### config.mk
export PLATFORM = sky130hd
export DESIGN_NAME = sprite_xor_blitter_unit
export DESIGN_NICKNAME = d
export VERILOG_FILES = /design/src/rtl/sxb_pkg.sv /design/src/rtl/sprite_xor_blitter_unit.sv
export SDC_FILE = /design/constraint.sdc
export NUM_CORES = 2
export LEC_CHECK = 0
export BUFFER_PORTS_ARGS = -buffer_cell sky130_fd_sc_hd__clkbuf_2
export CAP_MARGIN = 0
export CORE_MARGIN = 2
export CORE_UTILIZATION = 50
export CTS_CLUSTER_DIAMETER = 80
export DETAILED_ROUTE_END_ITERATION = 8
export PLACE_DENSITY = 0.65
export SLEW_MARGIN = 20
export SYNTH_ARGS = -nofsm -noshare
export SYNTH_HDL_FRONTEND = slang
export SYNTH_SLANG_ARGS = --single-unit
### constraint.sdc
create_clock -name clock -period 5.4 [get_ports clock]
set_input_delay 0.54 -clock clock [delete_from_list [all_inputs] [get_ports clock]]
set_output_delay 0.54 -clock clock [all_outputs]
set_load 0.05 [all_outputs]
### src/rtl/sxb_pkg.sv
`timescale 1ns / 1ps

package sxb_pkg;

   localparam int DISPLAY_WIDTH_DEF  = 64;
   localparam int DISPLAY_HEIGHT_DEF = 32;

   localparam int KIND_BITS   = 2;
   localparam int COORD_BITS  = 8;
   localparam int OFFSET_BITS = 4;
   localparam int SPRITE_BITS = 8;
   localparam int ROW_BITS    = 64;

   // Item kinds.
   localparam logic [KIND_BITS-1:0] KIND_CLEAR = 2'd0;
   localparam logic [KIND_BITS-1:0] KIND_DRAW  = 2'd1;
   localparam logic [KIND_BITS-1:0] KIND_READ  = 2'd2;

   typedef logic [KIND_BITS-1:0] kind_type;

endpackage

### src/rtl/sprite_xor_blitter_unit.sv
`timescale 1ns / 1ps

// A result beat is registered when the item finishes, which needs the result register to be
// empty or draining; the row is read at the accepting edge and written back when the
// item finishes. A new item is not taken until the current one has finished. A result
// beat left waiting for rsp_ready holds the item, and req_ready stays low until it leaves.
// Reset clears the collision flag and every row valid bit, so the framebuffer reads as
// zero at once, with no clearing pass.
module sprite_xor_blitter_unit #(
   parameter int DISPLAY_WIDTH  = sxb_pkg::DISPLAY_WIDTH_DEF,
   parameter int DISPLAY_HEIGHT = sxb_pkg::DISPLAY_HEIGHT_DEF
) (
   input  logic                               clock,
   input  logic                               reset,
   input  logic                               req_valid,
   output logic                               req_ready,
   input  logic [sxb_pkg::KIND_BITS-1:0]      req_kind,
   input  logic [sxb_pkg::COORD_BITS-1:0]     req_x_coord,
   input  logic [sxb_pkg::COORD_BITS-1:0]     req_y_coord,
   input  logic [sxb_pkg::OFFSET_BITS-1:0]    req_row_offset,
   input  logic [sxb_pkg::SPRITE_BITS-1:0]    req_sprite_bits,
   input  logic                               req_first_row,
   output logic                               rsp_valid,
   input  logic                               rsp_ready,
   output logic                               rsp_collision,
   output logic [sxb_pkg::ROW_BITS-1:0]       rsp_row_pixels
);

   localparam int XW = $clog2(DISPLAY_WIDTH);
   localparam int AW = $clog2(DISPLAY_HEIGHT);
   localparam int RW = $clog2(DISPLAY_HEIGHT + 16);
   localparam int SW = DISPLAY_WIDTH + sxb_pkg::SPRITE_BITS;
   localparam int NCOORD = 1 << sxb_pkg::COORD_BITS;

   // Constant remainder tables for the 8-bit raw coordinates.
   logic [XW-1:0] xmod_lut [NCOORD];
   logic [AW-1:0] ymod_lut [NCOORD];

   for (genvar i = 0; i < NCOORD; i++) begin : g_mod
      assign xmod_lut[i] = XW'(i % DISPLAY_WIDTH);
      assign ymod_lut[i] = AW'(i % DISPLAY_HEIGHT);
   end

   logic [DISPLAY_WIDTH-1:0]  frame_mem [DISPLAY_HEIGHT];
   logic [DISPLAY_WIDTH-1:0]  rd_data_ff;
   logic                      rd_valid_ff;
   logic [DISPLAY_HEIGHT-1:0] row_valid_ff;

   logic                      busy_ff;
   sxb_pkg::kind_type         kind_ff;
   logic [XW-1:0]             xmod_ff;
   logic [AW-1:0]             addr_ff;
   logic                      draw_ok_ff;
   logic                      first_row_ff;
   logic [sxb_pkg::SPRITE_BITS-1:0] bits_ff;
   logic                      collision_ff;

   logic                      rsp_valid_ff;
   logic                      rsp_collision_ff;
   logic [sxb_pkg::ROW_BITS-1:0] rsp_row_pixels_ff;

   logic                      req_fire;
   logic                      out_free;
   logic                      finish;
   logic [AW-1:0]             ymod;
   logic [RW-1:0]             target_row;
   logic                      target_ok;
   logic [AW-1:0]             rd_addr;

   logic [sxb_pkg::SPRITE_BITS-1:0] sprite_rev;
   logic [SW-1:0]             sprite_wide;
   logic [DISPLAY_WIDTH-1:0]  sprite_mask;
   logic [DISPLAY_WIDTH-1:0]  old_row;
   logic [DISPLAY_WIDTH-1:0]  new_row_in;
   logic                      hit;
   logic                      collision_in;
   logic                      do_write;
   logic                      do_clear;
   logic [sxb_pkg::ROW_BITS-1:0] pixels_in;

   assign req_ready = !busy_ff && !reset;
   assign req_fire  = req_valid && req_ready;
   assign out_free  = !rsp_valid_ff || rsp_ready;
   assign finish    = busy_ff && out_free;

   assign ymod       = ymod_lut[req_y_coord];
   assign target_row = RW'(ymod) + RW'(req_row_offset);
   assign target_ok  = target_row < RW'(DISPLAY_HEIGHT);
   // Out-of-range draws still read a legal row; nothing is written back.
   assign rd_addr    = (req_kind == sxb_pkg::KIND_DRAW && target_ok) ?
                       target_row[AW-1:0] : ymod;

   // Read the addressed row at the accepting edge.
   always_ff @(posedge clock) begin
      if (req_fire) begin
         rd_data_ff  <= frame_mem[rd_addr];
         rd_valid_ff <= row_valid_ff[rd_addr];
      end
      if (do_write) begin
         frame_mem[addr_ff] <= new_row_in;
      end
   end

   always_ff @(posedge clock) begin
      if (req_fire) begin
         kind_ff      <= req_kind;
         xmod_ff      <= xmod_lut[req_x_coord];
         addr_ff      <= rd_addr;
         draw_ok_ff   <= target_ok;
         first_row_ff <= req_first_row;
         bits_ff      <= req_sprite_bits;
      end
   end

   // The sprite byte has its leftmost pixel in bit 7; rows have it in bit 0.
   always_comb begin
      for (int c = 0; c < sxb_pkg::SPRITE_BITS; c++) begin
         sprite_rev[c] = bits_ff[sxb_pkg::SPRITE_BITS-1-c];
      end
   end

   // Pixels shifted past the right edge fall into the discarded top bits.
   assign sprite_wide = SW'(sprite_rev) << xmod_ff;
   assign sprite_mask = sprite_wide[DISPLAY_WIDTH-1:0];
   assign old_row     = rd_valid_ff ? rd_data_ff : '0;
   assign new_row_in  = old_row ^ sprite_mask;
   assign hit         = |(old_row & sprite_mask);

   always_comb begin
      collision_in = collision_ff;
      do_write     = 1'b0;
      do_clear     = 1'b0;
      pixels_in    = '0;
      unique case (kind_ff)
         sxb_pkg::KIND_CLEAR: begin
            do_clear = finish;
         end
         sxb_pkg::KIND_DRAW: begin
            collision_in = (collision_ff && !first_row_ff) || (draw_ok_ff && hit);
            do_write     = finish && draw_ok_ff;
         end
         sxb_pkg::KIND_READ: begin
            pixels_in = sxb_pkg::ROW_BITS'(old_row);
         end
         default: begin
         end
      endcase
   end

   always_ff @(posedge clock) begin
      if (reset) begin
         busy_ff      <= 1'b0;
         collision_ff <= 1'b0;
         row_valid_ff <= '0;
         rsp_valid_ff <= 1'b0;
      end else begin
         if (req_fire) begin
            busy_ff <= 1'b1;
         end else if (finish) begin
            busy_ff <= 1'b0;
         end
         if (finish) begin
            collision_ff <= collision_in;
         end
         if (do_clear) begin
            row_valid_ff <= '0;
         end else if (do_write) begin
            row_valid_ff[addr_ff] <= 1'b1;
         end
         if (finish) begin
            rsp_valid_ff <= 1'b1;
         end else if (rsp_ready) begin
            rsp_valid_ff <= 1'b0;
         end
      end
   end

   always_ff @(posedge clock) begin
      if (finish) begin
         rsp_collision_ff  <= collision_in;
         rsp_row_pixels_ff <= pixels_in;
      end
   end

   assign rsp_valid      = rsp_valid_ff;
   assign rsp_collision  = rsp_collision_ff;
   assign rsp_row_pixels = rsp_row_pixels_ff;

   a_accept_busy : assert property (@(posedge clock) disable iff (reset)
      req_fire |=> busy_ff)
      else $error("accepted beat did not start work");

   a_finish_result : assert property (@(posedge clock) disable iff (reset)
      finish |=> (!busy_ff && rsp_valid_ff))
      else $error("finished item did not produce a result beat");

   a_clear_rows : assert property (@(posedge clock) disable iff (reset)
      (finish && kind_ff == sxb_pkg::KIND_CLEAR) |=> (row_valid_ff == '0))
      else $error("clear did not drop all row valid bits");

   a_clip_rows : assert property (@(posedge clock) disable iff (reset)
      (finish && kind_ff == sxb_pkg::KIND_DRAW && !draw_ok_ff) |=> $stable(row_valid_ff))
      else $error("clipped row changed the framebuffer");

endmodule
======== After elaboration in Yosys (flattened, before gate mapping) ========
Memories as Yosys holds them, arrays and structs flattened. A register that Yosys moved wholly into a read port is not among the register bits.
Index checks and enable logic that the tools add are counted.
operators by class
  add/subtract/negate cells ............... 1
  $lt $le $gt $ge ......................... 5
  equal/unequal tests ..................... 3
  shift operators ......................... 1
  mux-type cells .......................... 17
  bitwise logic cells ..................... 5
  reduce and logical (&&, ||, !) cells .... 19
operators by type and width
  operator            number
  $and 64x64->64      1
  $mux 64             1
  $reduce_or 64->1    1
  $shl 8x6->64        1
  $xor 64x64->64      1
  $or 32x32->32       1
  $not 8->9           2
  $mux 5              3
  $lt 5x6->1 const B  2
  $mux 1              11
  $ge 9x9->1 const B  1
  $logic_and 1x1->1   8
  $add 5x4->6         1
  $lt 6x6->1 const B  1
  $bmux 1 s5          1
  $demux 1 s5         1
  $ge 5x1->1 const B  1
  $eq 2x1->1 const B  2
  $logic_not 1->1     4
  $reduce_bool 2->1   2
  $eq 2x2->1 const B  1
  $logic_not 2->1     1
  $logic_or 1x1->1    2
  $reduce_or 2->1     1
word-level totals
  register bits after elaboration ......... 118
  RAM bits ................................ 2048
  ROM bits ................................ 2816
  input port bits ......................... 35
  output and inout bits ................... 67
  word-level logic and storage cells ...... 66
  memories ................................ 3
memories
  name              depth  width  rd ports  clocked after Yosys merged registers in  wr ports  RTL line                        text
  frame_mem         32     64     1         1                                        1         sprite_xor_blitter_unit.sv:44   logic [DISPLAY_WIDTH-1:0] frame_mem [DISPLAY_HEIGHT];
  (name not given)  256    6      1         1                                        0         sprite_xor_blitter_unit.sv:107  xmod_ff <= xmod_lut[req_x_coord];
  (name not given)  256    5      1         0                                        0         sprite_xor_blitter_unit.sv:86   assign ymod = ymod_lut[req_y_coord];

======== Longest topological paths before layout ========
  word-level depth ........................ 10
  gate-level depth with buffers ........... 15
  gate-level depth less buffers ........... 14

======== Worst setup path before layout ========
No wires, ideal clock.
  path type ............................... reg-to-reg
  start ................................... reg rsp_valid_ff, in the netlist rsp_valid
  end ..................................... mem frame_mem[24][0] (netlist bit) (enable)
  setup time .............................. 488 ps
  arrival ................................. 4085 ps
  required time ........................... 4912 ps
  setup slack ............................. 827 ps
  stages on the path, launching flop included .. 6
  path buffers ............................ 0
  clock period less this slack ............ 4573 ps
  cells stage by stage .................... dfxtp_1 > nor2b_1 > nand2b_1 > nor3_1 > nand3_1 > nor2_1
on the way
  longest elaborated chain between the ends .. 7
RTL lines
  item                          RTL line                        text
  from (decl)                   sprite_xor_blitter_unit.sv:58   logic rsp_valid_ff;
  from (signal assigned)        sprite_xor_blitter_unit.sv:155  rsp_valid_ff <= 1'b0;
  from (signal assigned)        sprite_xor_blitter_unit.sv:171  rsp_valid_ff <= 1'b1;
  from (signal assigned)        sprite_xor_blitter_unit.sv:173  rsp_valid_ff <= 1'b0;
  $logic_not 1->1               sprite_xor_blitter_unit.sv:83   assign out_free = !rsp_valid_ff || rsp_ready;
  $logic_or 1x1->1              sprite_xor_blitter_unit.sv:83
  $logic_and 1x1->1             sprite_xor_blitter_unit.sv:84   assign finish = busy_ff && out_free;
  $logic_and 1x1->1             sprite_xor_blitter_unit.sv:140  do_write = finish && draw_ok_ff;
  $mux 1                        sprite_xor_blitter_unit.sv:134  unique case (kind_ff)
  $mux 1                        sprite_xor_blitter_unit.sv:99   if (do_write) begin
  $mux 1 (not written as such)  sprite_xor_blitter_unit.sv:100  frame_mem[addr_ff] <= new_row_in;
  to (decl)                     sprite_xor_blitter_unit.sv:44
Every way passes these cells.

======== Worst setup path in the final report ========
  start ................................... reg xmod_ff[1]
  end ..................................... reg collision_ff
on the way
  longest elaborated chain between the ends .. 6
RTL lines
  item                    RTL line                        text
  from (decl)             sprite_xor_blitter_unit.sv:51   logic [XW-1:0] xmod_ff;
  $shl 8x6->64            sprite_xor_blitter_unit.sv:123  assign sprite_wide = SW'(sprite_rev) << xmod_ff;
  $and 64x64->64          sprite_xor_blitter_unit.sv:127  assign hit = |(old_row & sprite_mask);
  $reduce_or 64->1        sprite_xor_blitter_unit.sv:127
  $logic_and 1x1->1       sprite_xor_blitter_unit.sv:139  collision_in = (collision_ff && !first_row_ff) || (draw_ok_ff && hit);
  $logic_or 1x1->1        sprite_xor_blitter_unit.sv:139
  $mux 1                  sprite_xor_blitter_unit.sv:134
  named net collision_in  sprite_xor_blitter_unit.sv:76   logic collision_in;
  to (signal assigned)    sprite_xor_blitter_unit.sv:163  collision_ff <= collision_in;
  to (decl)               sprite_xor_blitter_unit.sv:56   logic collision_ff;
The timed path passes the listed nets, and every way through them passes these cells.
A chain may end at the register's enable or synchronous reset.

==> results.py <==
metrics = {
    "synthesis": {
        "syn_area_mm2": 0.0893,
        "synth_nets": 6453,
        "ys.flop_type": "edfxtp_1",
        "synth_edf_count": 2201,
        "synth_area_leader_cell": "edfxtp_1",
        "synth.avg_cell_area_um2": 14.1,
        "postSynthCellCount": 6349,
        "yosysSeqAreaShare": 0.748,
        "synth.distinct_cells": 58,
        "ys_async_sr_fraction": 0,
        "ys_top_cells_by_area": "edfxtp_1 (74%), nand2_1 (6.8%), mux2i_1 (2.9%)",
        "synth_seq_cells": 2236,
        "synth.top_cell.area_share": 0.740,
        "ys_warn_count": 0,
    },
    "outcome": {
        "status": "finished clean",
    },
    "clock_tree": {
        "numCtsBuffers": 215,
        "clockRootBuffer": "clkbuf_16",
        "cts_max_level": 4,
        "clk_pin_slew_ns": 0.06,
        "cts.path.max_buffers": 3,
        "cts_sinks": 2236,
        "clk_latency_ns": 0.89,
        "cts_tree": "done",
        "ctsResizeCount": 0,
    },
    "route": {
        "drt_iter0_drc": 8027,
        "antenna_left": 0,
        "vias": 56431,
        "drc": 0,
        "wirelength_um": 267000,
        "vias_per_cell": 6.28,
        "wire_per_inst_um": 29.7,
        "dr.pass1.iters": 6,
    },
    "die": {
        "fp-row-count": 155,
        "io-pin-count": 102,
        "dieArea_mm2": 0.182,
        "chipWidth_um": 427,
        "die_h_um": 427,
        "coreArea_mm2": 0.178,
        "start_util": 0.502,
    },
    "finish": {
        "layout_common_cells": "edfxtp_1 (2201), nand2_1 (1605), nand3_1 (427), mux2i_1 (261), clkbuf_16 (215)",
        "nets": 6554,
        "final_common_cell": "edfxtp_1",
        "layout.cells.non_filler": 8991,
        "fillers": 13836,
        "syn_to_final_growth_pct": 12.7,
        "drive_gt1_frac": 0.0976,
    },
    "placed_design": {
        "io_buffers": 96,
        "hpwl_um": 142000,
        "place.gp.congestion": 0.866,
        "place_inst": 8567,
        "dp_slack_ns": 0.845,
    },
    "timing": {
        "max_freq_mhz": 209,
        "slew_headroom": 0.241,
        "worst_pin_slew_ns": 1.14,
        "slew_violations": 0,
        "setup_tns_ns": 0,
        "rsz0062_at_grt": "false",
        "setup_viol": 0,
        "hold_violations": 0,
        "finalCritPeriodShare": 0.887,
        "fin_ws_ns": 0.613,
        "worst_clock_skew_ns": 0.0538,
        "post-route-min-period_ns": 4.79,
    },
    "global_routing": {
        "grt_first_pass_wirelength_um": 379000,
        "antenna_found_initial": 2,
        "grt_max_degree": 140,
        "grtUsageTotal": 0.292,
        "grt_pass1_vias": 53480,
        "grt.overflow.total": 0,
    },
    "pwr": {
        "p_leak_nw": 35.0,
        "ir_drop_mv": 0.296,
        "cellPowerDensity_mw_per_mm2": 376,
    },
    "min_path": {
        "hold_path_class": "input pin to flop",
    },
    "job": {
        "drv_cap": 0,
    },
    "setup_path": {
        "startpoint_type": "flop",
        "crit_arrival_ns": 5.53,
        "critPathMaxFanout": 15,
        "cp-end-kind": "flop",
        "cp.required_ns": 6.14,
        "critPathKind": "flop to flop",
    },
}
==> critical path, stage by stage, from the launching register on <==
cell and delay (ns):
edfxtp_1 0.69, mux2i_1 0.34, o21ai_0 0.24, mux2_2 0.36, a21oi_1 0.53, nor2_1 0.12, ha_1 0.24, nor4_1 0.75
nand4_1 0.32, nor4_1 0.58, o21ai_0 0.23, mux2i_1 0.17, nor2_1 0.06
==> per-layer routing <==
layer | share of wire | wire (um) | track usage
met5 | 0 | 0 | 0
met4 | 0.051 | 13800 | 0.136
met3 | 0.10 | 27400 | 0.0515
met2 | 0.47 | 125000 | 0.460
met1 | 0.38 | 101000 | 0.396
==> sequential cells by signal (all words and copies together) (netlist names) <==
signal,cells
addr_ff,5
bits_ff,8
busy_ff,1
collision_ff,1
draw_ok_ff,1
first_row_ff,1
frame_mem,2048
kind_ff,2
rd_data_ff,64
rd_valid_ff,1
row_valid_ff,32
rsp_collision,1
rsp_row_pixels,64
rsp_valid,1
xmod_ff,6
==> cell families after synthesis <==
kind of cell / synth area share
AND/OR/NAND/NOR: 0.129
flip-flops: 0.748
AO/OA/AOI/OAI: 0.0600
buffers and inverters: 0.0214
multiplexers: 0.0316
adder cells (fa/ha/maj): 0.00975
XOR/XNOR: 0.0000981
==> synth_stat cells (5+ instances only) <==
cell,instances
o221ai_1,106
nor3_1,75
o31ai_1,6
o22ai_1,46
o32ai_1,7
nor2_1,106
mux2_2,11
nand3_1,427
a21oi_1,121
nand4_1,5
o21ai_0,53
a2bb2oi_1,21
buf_1,48
nand2_1,1609
o21a_1,33
a311oi_1,211
a31oi_1,35
ha_1,68
buf_4,22
buf_2,163
o22a_1,5
dfxtp_1,35
and2_1,130
inv_1,6
nor4_1,28
mux2i_1,261
a41oi_1,20
clkbuf_1,179
nor2b_1,15
and3_1,208
a22oi_1,25
nand2b_1,9
edfxtp_1,2201
a32oi_1,5
==> power breakdown <==
part | internal (mW) | switching (mW) | leakage, nW
sequential | 19.4 | 0.0425 | 20.5
combinational | 0.993 | 2.53 | 11.2
clock | 8.33 | 6.57 | 3.39
total | 28.7 | 9.14 | 35.0
==> area by class of cell <==
type	instances	area [um^2]	area share
Antenna cell	5	12.5	0.000124
Clock buffer	270	5590	0.0555
Clock inverter	128	1370	0.0136
Inverter	11	76.3	0.000759
Multi-Input combinational cell	3687	20900	0.208
Sequential cell	2236	66800	0.664
Tap cell	2355	2950	0.0293
Timing Repair Buffer	299	2920	0.0290
==> timing repair <==
action,4_1_cts,5_1_grt
buffers inserted,0,0
endpoints found under the hold margin,20,0
hold buffers,21,0
==> stage by stage <==
step	area [um^2]	utilization	hold slack (ns)	total power, mW
2_1_floorplan	89300	-	0.440	22.0
3_3_place_gp	93400	0.525	0.446	23.2
3_5_place_dp	93400	0.525	0.453	23.2
4_1_cts	101000	0.566	0.0353	37.9
5_1_grt	101000	0.566	0.0635	38.8
6_report	101000	0.566	0.0843	37.8
==> worst paths after layout <==
| check | startpoint | end | slack [ns] | cells after the start |
|---|---|---|---|---|
| setup / recovery | xmod_ff[1] | collision_ff | 0.61 | 12 |
| hold reg to reg | row_valid_ff[19] | row_valid_ff[19] | 0.47 | 1 |
| hold / removal | reset | rsp_valid | 0.08 | 2 |
| setup reg to reg | xmod_ff[1] | collision_ff | 0.61 | 12 |
Note: power is estimated with default switching activity, not from simulation.
